**src/rtl/isotp_pkg.sv**
```systemverilog
// ----------------------------------------------------------------------------
// ISO-TP receive package
// Shared transaction types, protocol codes and decode result structure.
// ----------------------------------------------------------------------------
`default_nettype none

package isotp_pkg;

  localparam int DATA_FIELDS = 8;
  localparam int FRAME_BYTES = 8;
  localparam int IDX_W       = $clog2(DATA_FIELDS);
  localparam int CNT_W       = $clog2(DATA_FIELDS + 1);
  localparam int LEN_W       = 12;
  localparam int SEQ_W       = 4;

  // protocol control nibble (upper half of the PCI byte)
  localparam logic [3:0] PCI_SINGLE = 4'h0;
  localparam logic [3:0] PCI_FIRST  = 4'h1;
  localparam logic [3:0] PCI_CONSEC = 4'h2;

  // frame_kind codes
  localparam logic [2:0] KIND_SINGLE = 3'd0;
  localparam logic [2:0] KIND_FIRST  = 3'd1;
  localparam logic [2:0] KIND_CONSEC = 3'd2;
  localparam logic [2:0] KIND_END    = 3'd3;
  localparam logic [2:0] KIND_SEQERR = 3'd4;

  typedef struct packed {
    logic [28:0] can_identifier;
    logic [3:0]  frame_length;
    logic [7:0]  data_byte_0;
    logic [7:0]  data_byte_1;
    logic [7:0]  data_byte_2;
    logic [7:0]  data_byte_3;
    logic [7:0]  data_byte_4;
    logic [7:0]  data_byte_5;
    logic [7:0]  data_byte_6;
    logic [7:0]  data_byte_7;
  } in_item_t;

  typedef struct packed {
    logic        is_payload;
    logic [7:0]  payload_byte;
    logic [2:0]  frame_kind;
    logic [11:0] bytes_remaining;
    logic [7:0]  target_address;
    logic [28:0] source_identifier;
    logic        last_of_run;
  } out_item_t;

  // decode result handed from the decoder to the emitter and state registers
  typedef struct packed {
    logic [2:0]       kind;
    logic [CNT_W-1:0] count;
    logic [IDX_W-1:0] start;
    logic [LEN_W-1:0] rem;
    logic [SEQ_W-1:0] seq_nxt;
    logic [LEN_W-1:0] rem_len_nxt;
  } dec_res_t;

endpackage

`default_nettype wire

```
**src/rtl/isotp_receive_reassembly_top.sv**
```systemverilog
// ----------------------------------------------------------------------------
// ISO-TP receive reassembly
// Reassembles ISO-TP messages from received CAN frames, one frame at a time.
// ----------------------------------------------------------------------------
// Usage:
//   in_*  : one CAN frame per transaction (identifier, length, eight data
//           bytes). in_stall is high while a frame is being decoded or its
//           results are still being generated.
//   out_* : results of a frame, one per transaction: one per payload byte
//           (is_payload=1), then one status result with last_of_run=1.
//   psel/penable/pwrite/paddr/pwdata/prdata/pready : APB-style register port,
//           register 0 (byte address 0) holds extended_addressing in bit 0.
//           Write only while idle.
// Timing: a frame is captured, decoded in the next cycle, and the emitter then
//   produces one result per cycle while out_stall is low. The next frame is
//   taken only once the emitter has produced the status result of the last
//   one and the sequencer is back in idle; the single-byte walk through the
//   captured data in the emitter limits how soon that is. The last result
//   may still sit in the output register while the next frame is taken.
// Stall: when out_stall is high the output register holds its transaction
//   and the emitter waits; nothing is lost or repeated.
// Reset: rst_n (synchronous, active low) clears the sequence counter, the
//   remaining length, the register and all valid flags; no clearing pass.
// ----------------------------------------------------------------------------
`default_nettype none

module isotp_receive_reassembly_top
  import isotp_pkg::*;
(
  input  wire             clk,
  input  wire             rst_n,
  // input frames
  input  wire             in_valid,
  output logic            in_stall,
  input  wire in_item_t   in_data,
  // results
  output logic            out_valid,
  input  wire             out_stall,
  output out_item_t       out_data,
  // register port
  input  wire             psel,
  input  wire             penable,
  input  wire             pwrite,
  input  wire [2:0]       paddr,
  input  wire [31:0]      pwdata,
  output logic [31:0]     prdata,
  output logic            pready
);

  // sequencer states
  localparam logic [1:0] ST_IDLE = 2'd0;
  localparam logic [1:0] ST_DEC  = 2'd1;
  localparam logic [1:0] ST_EMIT = 2'd2;

  logic [1:0]       state_r, state_nxt;
  in_item_t         frame_r;
  logic             ext_addr_r;
  logic [SEQ_W-1:0] exp_seq_r;
  logic [LEN_W-1:0] rem_len_r;
  dec_res_t         dec;
  logic             in_accept;
  logic             load;
  logic             emit_active;
  logic             reg_write;

  assign in_accept = in_valid && !in_stall;
  assign in_stall  = (state_r != ST_IDLE);
  assign load      = (state_r == ST_DEC);

  // register port: one register, always ready
  assign pready    = 1'b1;
  assign reg_write = psel && penable && pwrite && (paddr[2] == 1'b0);
  assign prdata    = (paddr[2] == 1'b0) ? {31'b0, ext_addr_r} : 32'b0;

  always_ff @(posedge clk) begin
    if (!rst_n) begin
      ext_addr_r <= 1'b0;
    end else if (reg_write) begin
      ext_addr_r <= pwdata[0];
    end
  end

  // sequencer: capture, decode, then wait for the emitter to finish
  always_comb begin
    state_nxt = state_r;
    unique case (state_r)
      ST_IDLE: begin
        if (in_accept) state_nxt = ST_DEC;
      end
      ST_DEC: begin
        state_nxt = ST_EMIT;
      end
      ST_EMIT: begin
        if (!emit_active) state_nxt = ST_IDLE;
      end
      default: begin
        state_nxt = ST_IDLE;
      end
    endcase
  end

  always_ff @(posedge clk) begin
    if (!rst_n) begin
      state_r   <= ST_IDLE;
      exp_seq_r <= '0;
      rem_len_r <= '0;
    end else begin
      state_r <= state_nxt;
      // commit message state when the decode is handed to the emitter
      if (load) begin
        exp_seq_r <= dec.seq_nxt;
        rem_len_r <= dec.rem_len_nxt;
      end
    end
  end

  // hold the accepted frame through decode and emission
  always_ff @(posedge clk) begin
    if (in_accept) begin
      frame_r <= in_data;
    end
  end

  isotp_dec u_dec (
    .frame    (frame_r),
    .ext_addr (ext_addr_r),
    .exp_seq  (exp_seq_r),
    .rem_len  (rem_len_r),
    .res      (dec)
  );

  isotp_emit u_emit (
    .clk       (clk),
    .rst_n     (rst_n),
    .load      (load),
    .frame     (frame_r),
    .dec       (dec),
    .out_stall (out_stall),
    .out_valid (out_valid),
    .out_data  (out_data),
    .active    (emit_active)
  );

  a_accept_to_dec: assert property (@(posedge clk) disable iff (!rst_n)
    in_accept |=> (state_r == ST_DEC))
    else $error("accepted frame not decoded");

  a_dec_starts_emit: assert property (@(posedge clk) disable iff (!rst_n)
    (state_r == ST_DEC) |=> emit_active)
    else $error("emitter not started after decode");

  a_seqerr_no_data: assert property (@(posedge clk) disable iff (!rst_n)
    (load && dec.kind == KIND_SEQERR) |-> (dec.count == '0))
    else $error("sequence error carries payload");

  a_seq_reset_on_first: assert property (@(posedge clk) disable iff (!rst_n)
    (load && dec.kind == KIND_FIRST) |=> (exp_seq_r == '0))
    else $error("first frame did not clear sequence");

endmodule

`default_nettype wire

```
**src/rtl/isotp_dec.sv**
```systemverilog
// ----------------------------------------------------------------------------
// ISO-TP frame decoder
// Decodes the PCI byte of one captured frame against the message state.
// ----------------------------------------------------------------------------
`default_nettype none

module isotp_dec
  import isotp_pkg::*;
(
  input  wire in_item_t         frame,
  input  wire                   ext_addr,
  input  wire [SEQ_W-1:0]       exp_seq,
  input  wire [LEN_W-1:0]       rem_len,
  output dec_res_t              res
);

  logic [CNT_W-1:0] present;
  logic [CNT_W-1:0] off1;
  logic [CNT_W-1:0] off2;
  logic [CNT_W-1:0] avail1;
  logic [CNT_W-1:0] avail2;
  logic [7:0]       pci;
  logic [7:0]       len_lo;
  logic [LEN_W-1:0] total;
  logic [SEQ_W-1:0] seq_inc;
  logic [CNT_W-1:0] cf_cnt;
  logic [LEN_W-1:0] cf_rem;

  always_comb begin
    present = (frame.frame_length > 4'(DATA_FIELDS)) ? CNT_W'(DATA_FIELDS)
                                                      : CNT_W'(frame.frame_length);
    pci     = ext_addr ? frame.data_byte_1 : frame.data_byte_0;
    len_lo  = ext_addr ? frame.data_byte_2 : frame.data_byte_1;
    off1    = CNT_W'(ext_addr) + CNT_W'(1);
    off2    = CNT_W'(ext_addr) + CNT_W'(2);
    avail1  = (present > off1) ? present - off1 : '0;
    avail2  = (present > off2) ? present - off2 : '0;
    total   = {pci[3:0], len_lo};
    seq_inc = exp_seq + SEQ_W'(1);
    cf_cnt  = (rem_len < LEN_W'(avail1)) ? CNT_W'(rem_len) : avail1;
    cf_rem  = rem_len - LEN_W'(cf_cnt);

    res             = '0;
    res.kind        = KIND_CONSEC;
    res.start       = off1[IDX_W-1:0];
    res.rem         = rem_len;
    res.seq_nxt     = exp_seq;
    res.rem_len_nxt = rem_len;

    unique case (pci[7:4])
      PCI_SINGLE: begin
        res.kind  = KIND_SINGLE;
        res.count = (CNT_W'(pci[3:0]) > avail1) ? avail1 : CNT_W'(pci[3:0]);
        res.rem   = '0;
      end
      PCI_FIRST: begin
        res.kind        = KIND_FIRST;
        res.count       = avail2;
        res.start       = off2[IDX_W-1:0];
        res.rem_len_nxt = (total > LEN_W'(avail2)) ? total - LEN_W'(avail2) : '0;
        res.rem         = res.rem_len_nxt;
        res.seq_nxt     = '0;
      end
      PCI_CONSEC: begin
        res.seq_nxt = seq_inc;
        if (pci[3:0] != seq_inc) begin
          res.kind = KIND_SEQERR;
        end else begin
          res.count       = cf_cnt;
          res.rem_len_nxt = cf_rem;
          res.rem         = cf_rem;
          res.kind        = (cf_rem == '0) ? KIND_END : KIND_CONSEC;
        end
      end
      default: begin
        res.kind = KIND_CONSEC;
      end
    endcase
  end

endmodule

`default_nettype wire

```
**src/rtl/isotp_emit.sv**
```systemverilog
// ----------------------------------------------------------------------------
// ISO-TP result emitter
// Walks the captured data bytes one per cycle while the output is free, then closes with a status.
// ----------------------------------------------------------------------------
`default_nettype none

module isotp_emit
  import isotp_pkg::*;
(
  input  wire            clk,
  input  wire            rst_n,
  input  wire            load,
  input  wire in_item_t  frame,
  input  wire dec_res_t  dec,
  input  wire            out_stall,
  output logic           out_valid,
  output out_item_t      out_data,
  output logic           active
);

  logic [7:0]       data_r [DATA_FIELDS];
  logic [IDX_W-1:0] idx_r;
  logic [CNT_W-1:0] left_r;
  logic [2:0]       kind_r;
  logic [LEN_W-1:0] rem_r;
  logic [28:0]      ident_r;
  logic             active_r;
  logic             out_valid_r;
  out_item_t        out_r;
  logic             slot_free;
  logic             fire;

  assign slot_free = !out_valid_r || !out_stall;
  assign fire      = active_r && slot_free;

  always_ff @(posedge clk) begin
    if (!rst_n) begin
      active_r    <= 1'b0;
      out_valid_r <= 1'b0;
    end else begin
      if (load) begin
        active_r <= 1'b1;
      end else if (fire && left_r == '0) begin
        active_r <= 1'b0;
      end
      if (fire) begin
        out_valid_r <= 1'b1;
      end else if (!out_stall) begin
        out_valid_r <= 1'b0;
      end
    end
  end

  // payload registers
  always_ff @(posedge clk) begin
    if (load) begin
      data_r[0] <= frame.data_byte_0;
      data_r[1] <= frame.data_byte_1;
      data_r[2] <= frame.data_byte_2;
      data_r[3] <= frame.data_byte_3;
      data_r[4] <= frame.data_byte_4;
      data_r[5] <= frame.data_byte_5;
      data_r[6] <= frame.data_byte_6;
      data_r[7] <= frame.data_byte_7;
      idx_r     <= dec.start;
      left_r    <= dec.count;
      kind_r    <= dec.kind;
      rem_r     <= dec.rem;
      ident_r   <= frame.can_identifier;
    end else if (fire && left_r != '0) begin
      idx_r  <= idx_r + IDX_W'(1);
      left_r <= left_r - CNT_W'(1);
    end
    if (fire) begin
      out_r.is_payload        <= (left_r != '0);
      out_r.payload_byte      <= (left_r != '0) ? data_r[idx_r] : 8'h00;
      out_r.frame_kind        <= kind_r;
      out_r.bytes_remaining   <= rem_r;
      out_r.target_address    <= data_r[0];
      out_r.source_identifier <= ident_r;
      out_r.last_of_run       <= (left_r == '0);
    end
  end

  assign out_valid = out_valid_r;
  assign out_data  = out_r;
  assign active    = active_r;

  a_last_xor_payload: assert property (@(posedge clk) disable iff (!rst_n)
    out_valid_r |-> (out_r.last_of_run != out_r.is_payload))
    else $error("status and payload flags disagree");

  a_left_bounded: assert property (@(posedge clk) disable iff (!rst_n)
    active_r |-> (left_r <= CNT_W'(DATA_FIELDS)))
    else $error("byte count out of range");

  a_load_idle: assert property (@(posedge clk) disable iff (!rst_n)
    load |-> !active_r)
    else $error("emitter loaded while busy");

endmodule

`default_nettype wire
```
**config.mk**
```make
export PLATFORM = sky130hd
export DESIGN_NAME = isotp_receive_reassembly_top
export DESIGN_NICKNAME = d
export VERILOG_FILES = /design/src/rtl/isotp_pkg.sv /design/src/rtl/isotp_receive_reassembly_top.sv /design/src/rtl/isotp_dec.sv /design/src/rtl/isotp_emit.sv
export SDC_FILE = /design/constraint.sdc
export NUM_CORES = 1
export LEC_CHECK = 0
export BUFFER_PORTS_ARGS = -buffer_cell sky130_fd_sc_hd__buf_2
export CORE_MARGIN = 4
export CORE_UTILIZATION = 25
export DETAILED_ROUTE_END_ITERATION = 8
export PLACE_DENSITY_LB_ADDON = 0.05
export SETUP_SLACK_MARGIN = 0.3
export SLEW_MARGIN = 20
export SYNTH_ARGS = -nofsm -noshare
export SYNTH_HDL_FRONTEND = slang
export SYNTH_SLANG_ARGS = --single-unit
```
**constraint.sdc**
```tcl
create_clock -name clk -period 6.29 [get_ports clk]
set_input_delay 0.9435 -clock clk [delete_from_list [all_inputs] [get_ports clk]]
set_output_delay 0.9435 -clock clk [all_outputs]
set_load 0.02 [all_outputs]
```
-- Yosys cells after proc, flatten, opt, wreduce, memory -nomap -nowiden
Memories as Yosys holds them, arrays and structs flattened. A register that Yosys moved wholly into a read port is not among the register bits.
Index checks and enable logic that the tools add are counted.
W data, S select, Z words.
- register bits after elaboration: 215
- bits in writable memories: 64
- bits of input ports: 139
- output and inout port bits: 97
- word-level logic and storage cells: 105
- memories: 1
- memories (name ; depth ; width ; rd ports ; clocked after memory_dff ; write ports ; RTL line ; text):
    u_emit.data_r ; 8 ; 8 ; 2 ; 2 ; 8 ; isotp_emit.sv:21 ; logic [7:0] data_r [DATA_FIELDS];
- add/subtract/negate cells: 9
- magnitude comparators: 6
- equality and inequality tests: 8
- multiplexer cells: 31
- bitwise gates (word level): 1
- reductions and logical operators: 23
- operators by type and width (kind ; count):
    $pmux W12 S3 ; 1
    $mux W4 ; 8
    $pmux W16 S2 ; 1
    $mux W12 ; 2
    $sub A12 B4 Y12 ; 2
    $mux W8 ; 2
    $gt A12 B4 Y1 ; 1
    $gt A4 B4 Y1 ; 3
    $logic_not A12 Y1 ; 1
    $lt A12 B4 Y1 ; 1
    $mux W3 ; 4
    $pmux W4 S3 ; 1
    $pmux W3 S3 ; 1
    $logic_not A4 Y1 ; 2
    $mux W1 ; 8
    $reduce_bool A2 Y1 ; 4
    $sub A4 B4 Y4 ; 2
    $logic_and A1 B1 Y1 ; 7
    $pmux W2 S3 ; 1
    $add A4 B1 Y4 const B ; 1
    $eq A4 B1 Y1 const B ; 1
    $eq A4 B2 Y1 const B ; 1
    $gt A4 B4 Y1 const B ; 1
    $logic_not A1 Y1 ; 4
    15 further kinds ; 18

-- Longest topological paths before layout
- depth after elaboration: 11
- gate-level depth with buffers: 24
- gate-level depth less buffers: 20

-- Cells and area by module
From an unflattened synthesis, not the netlist that was laid out.
- cell total of the unflattened synthesis: 797
- area, all modules: 12370.6 µm²
- by module, submodules not included (module ; times used ; cells an instance ; area an instance (µm²) ; seq. area each (µm²)):
    isotp_emit ; 1 ; 275 ; 6148.4 ; 5355.1
    isotp_receive_reassembly_top ; 1 ; 216 ; 3948.8 ; 3293.2
    isotp_dec ; 1 ; 306 ; 2273.4 ; 0.0

-- Worst setup path after synthesis
Ideal clock, no wire load.
- path type: input to register
- from: in in_valid
- to: reg frame_r[0] (netlist bit), enable pin
- setup time: 554 ps
- arrival: 5004 ps
- required time: 5736 ps
- slack: 732 ps
- stages on the path: 2
- path buffers: 0
- cell sequence: inv_1 nor2_1
- cells in the longest elaborated chain, start to end: 1
- RTL lines (element ; RTL line ; text):
    start: declaration ; isotp_receive_reassembly_top.sv:33 ; input wire in_valid,
    $logic_and A1 B1 Y1 ; isotp_receive_reassembly_top.sv:66 ; assign in_accept = in_valid && !in_stall;
    via in_accept ; isotp_receive_reassembly_top.sv:61 ; logic in_accept;
    end signal: assignment ; isotp_receive_reassembly_top.sv:120 ; frame_r <= in_data;
    end: declaration ; isotp_receive_reassembly_top.sv:56 ; in_item_t frame_r;
The timed path passes the listed nets, and every way through them passes these cells.
A chain may end at the register's enable or synchronous reset.

==> flow_summary.toml <==
[run_status]
outcome = "complete, no violations"

[global_routing]
antenna_found_initial = 0
grt_overflow = 0
grt_pass1_vias = 6980
grt_pass1_wl_mm = 45.2
grt_max_degree = 70
grt.total_usage = 0.114

[sta]
period_needed_ns = 5.56
slew_viol_final = 0
slew_headroom = 0.311
post-route-period-util = 0.884
fmax_mhz = 180
worst_pin_slew_ns = 1.03
rsz0062_at_grt = "false"
fin_tns_setup_ns = 0
setup_slack_ns = 0.731
fin_skew_ns = 0.0148
hold_viol = 0
setup_viol = 0
hold_ws_ns = 0.407

[cells_and_area]
finalNonFillerCells = 1614
nets = 1135
syn2layout_area_growth_pct = 21.7
diodes = 0
seqCellArea_um2 = 8650
final_area_um2 = 14700
final_util = 0.308
multi_input_area_um2 = 3110
drive_above_1_share = 0.269
fill_cells = 4814

[placed_design]
place_area_um2 = 13500
place_ws_ns = 0.605
dp.cells = 1545
hpwl_mm = 20.7
gp_congestion = 0.741
io_buffers = 170

[power]
power.total_mw = 4.88
sw_frac_of_total = 0.249
p_leak_nw = 5.29
clkPwrFrac = 0.421
power_switching_mw = 1.21
combPwrFrac = 0.100
p_int_mw = 3.66
p_per_area_nw_per_um2 = 331
pwr-share-seq = 0.479
ir_drop_v = 0.000174

[route]
dr.max_layer_used = "met4"
ant_nets = 0
wl_met3_mm = 1.41
met2_wirelength_mm = 14.1
drc = 0
viasPerCell = 4.29
avgRoutedWirePerCell_um = 19.0
drt_pre_antenna_iters = 5
drt-met1-wl_mm = 14.1
via_count = 6921
drt-total-wl_mm = 30.6
drt_iter0_markers = 389

[logic_synthesis]
synth_top_area_frac = 0.680
synth_ff_type = "edfxtp_1"
synth-seq-cells = 295
synth.avg_cell_area_um2 = 15.4
yosysTopAreaCell = "edfxtp_1"
synth_area_um2 = 12100
synth_edf_count = 274
yosys-top-cells-count = "edfxtp_1 (274), nor2_1 (47), a21oi_1 (41)"
async_flop_share = 0
synth_most_common_cell = "edfxtp_1"
synth_area_leaders = "edfxtp_1 (68%), dfxtp_1 (3.5%), mux4_2 (3.0%), ha_1 (2.5%), mux2i_1 (2.1%)"
syn_inst = 786
yosysWarnings = 0
synth.distinct_cells = 72
ys_seq_area_frac = 0.714

[floorplanning]
start_util = 0.253
ios = 236
dieArea_um2 = 52000
die_x_um = 228
core_area_um2 = 47800
std_cell_rows = 80
die_h_um = 228

[critical_path]
crit_fanout = 8
worst_path_most_repeated_cell = "ha_1"
endpoint_kind = "register"
cp_cell_sequence = "clkinvlp_4, ha_1, maj3_1, a31oi_1, ha_1, a2111o_1, nor4_4, o21ai_2, mux2_1, ha_1, nor2b_1, o31a_1, or2_2, xnor2_1, o31a_1, o41ai_1"
cp-start-kind = "register"
path_class = "register to register"
reg2reg_from = "ext_addr_r"
cp.arrival_ns = 5.84
crit_required_ns = 6.57
cp_slowest_cell = "dfxtp_1"
slowest_delay_ns = 0.49
crit_start = "ext_addr_r"

[clocking]
clockBufferDepth = 3
cts_setup_buffers = 0
cts_tree = "built"
numCtsBuffers = 38
clock_sinks = 295
cts.htree.levels = 2
root_buffer = "clkbuf_16"
path_clk_slew_ns = 0.06
clock_latency_ns = 0.54
postCtsHoldBufs = 0

[job]
maxCapViolCount = 0

[min_path]
hp-class = "register to register"
min_from = "u_emit.rem_r[11]"
final timing paths:
| check | cells after the start | to | slack (ns) |
|---|---|---|---|
| worst min-delay path | 0 | u_emit.out_data[49] | 0.41 |
| worst min register to register | 0 | u_emit.out_data[49] | 0.41 |
| worst max-delay path | 16 | u_emit.kind_r[0] | 0.73 |
| worst max register to register | 16 | u_emit.kind_r[0] | 0.73 |
layout by cell type (no fill, tap or decap), types with 5 or more instances in the layout:
| cell type | count |
|---|---|
| mux2i_1 | 25 |
| a22oi_1 | 7 |
| ha_1 | 24 |
| nor4_1 | 6 |
| mux4_2 | 16 |
| nand2_1 | 34 |
| o21ai_0 | 28 |
| nor2_1 | 46 |
| nor2b_1 | 8 |
| dfxtp_1 | 21 |
| xor2_1 | 7 |
| nor3_1 | 15 |
| buf_2 | 170 |
| clkinvlp_4 | 6 |
| inv_1 | 24 |
| clkinv_2 | 6 |
| edfxtp_1 | 274 |
| o21ai_1 | 9 |
| buf_4 | 6 |
| o31a_1 | 5 |
| clkbuf_16 | 40 |
| a31oi_1 | 22 |
| a21oi_1 | 40 |
| xnor2_1 | 12 |
| conb_1 | 32 |
| clkinv_1 | 10 |
| clkbuf_1 | 7 |
| nand2b_1 | 8 |
| and3_1 | 5 |
kinds of logic after synthesis:
| kind of cell | after synthesis | share of synthesized area |
|---|---|---|
| other | 2 | 0.000620 |
| XOR/XNOR | 20 | 0.0156 |
| flip-flops | 295 | 0.714 |
| adder cells (fa/ha/maj) | 27 | 0.0289 |
| AND/OR/NAND/NOR | 161 | 0.0703 |
| buffers and inverters | 90 | 0.0405 |
| AO/OA/AOI/OAI | 145 | 0.0735 |
| multiplexers | 46 | 0.0560 |
layer usage:
metal | vias up | track usage
li1 | 3331 | -
met1 | 3346 | 0.152
met2 | 194 | 0.182
met3 | 50 | 0.0254
met4 | 0 | 0.0446
met5 | - | 0
final cells by class:
type / count / area share
clock buffer: 47 / 0.0697
sequential: 295 / 0.587
inverter: 27 / 0.00730
clock inverter: 22 / 0.0110
tap: 615 / 0.0522
timing repair buffer: 177 / 0.0621
multi-input combinational: 431 / 0.211
worst max-delay path, delay by kind of cell (launching register included):
kind	cells	cell delay [ns]
compound gates	6	1.91
xor+xnor	1	0.15
fa+ha+maj	4	1.31
buf+inv	1	0.33
flops	1	0.49
mux	1	0.40
simple gates	3	0.72
power by group through the flow:
stage	Combinational [mW]	Sequential [mW]	Clock (mW)
6_report	0.488	2.34	2.05
5_1_grt	0.540	2.35	2.22
4_1_cts	0.497	2.34	2.15
3_5_place_dp	0.495	2.38	0
3_3_place_gp	0.496	2.38	0
2_1_floorplan	0.323	2.39	0
registers in the layout (all words and copies together), names as in the netlist:
| register | flops |
|---|---|
| u_emit.left_r | 4 |
| u_emit.data_r | 64 |
| u_emit.kind_r | 3 |
| u_emit.ident_r | 29 |
| ext_addr_r | 1 |
| u_emit.out_valid | 1 |
| frame_r | 97 |
| u_emit.idx_r | 3 |
| u_emit.active | 1 |
| rem_len_r | 12 |
| state_r | 2 |
| u_emit.rem_r | 12 |
| u_emit.out_data | 62 |
| exp_seq_r | 4 |
repair_timing:
item,CTS,global route
setup endpoints to repair,0,1
gates resized for setup,0,2
endpoints found under the hold margin,0,0
(Power assumes the default switching activity.)
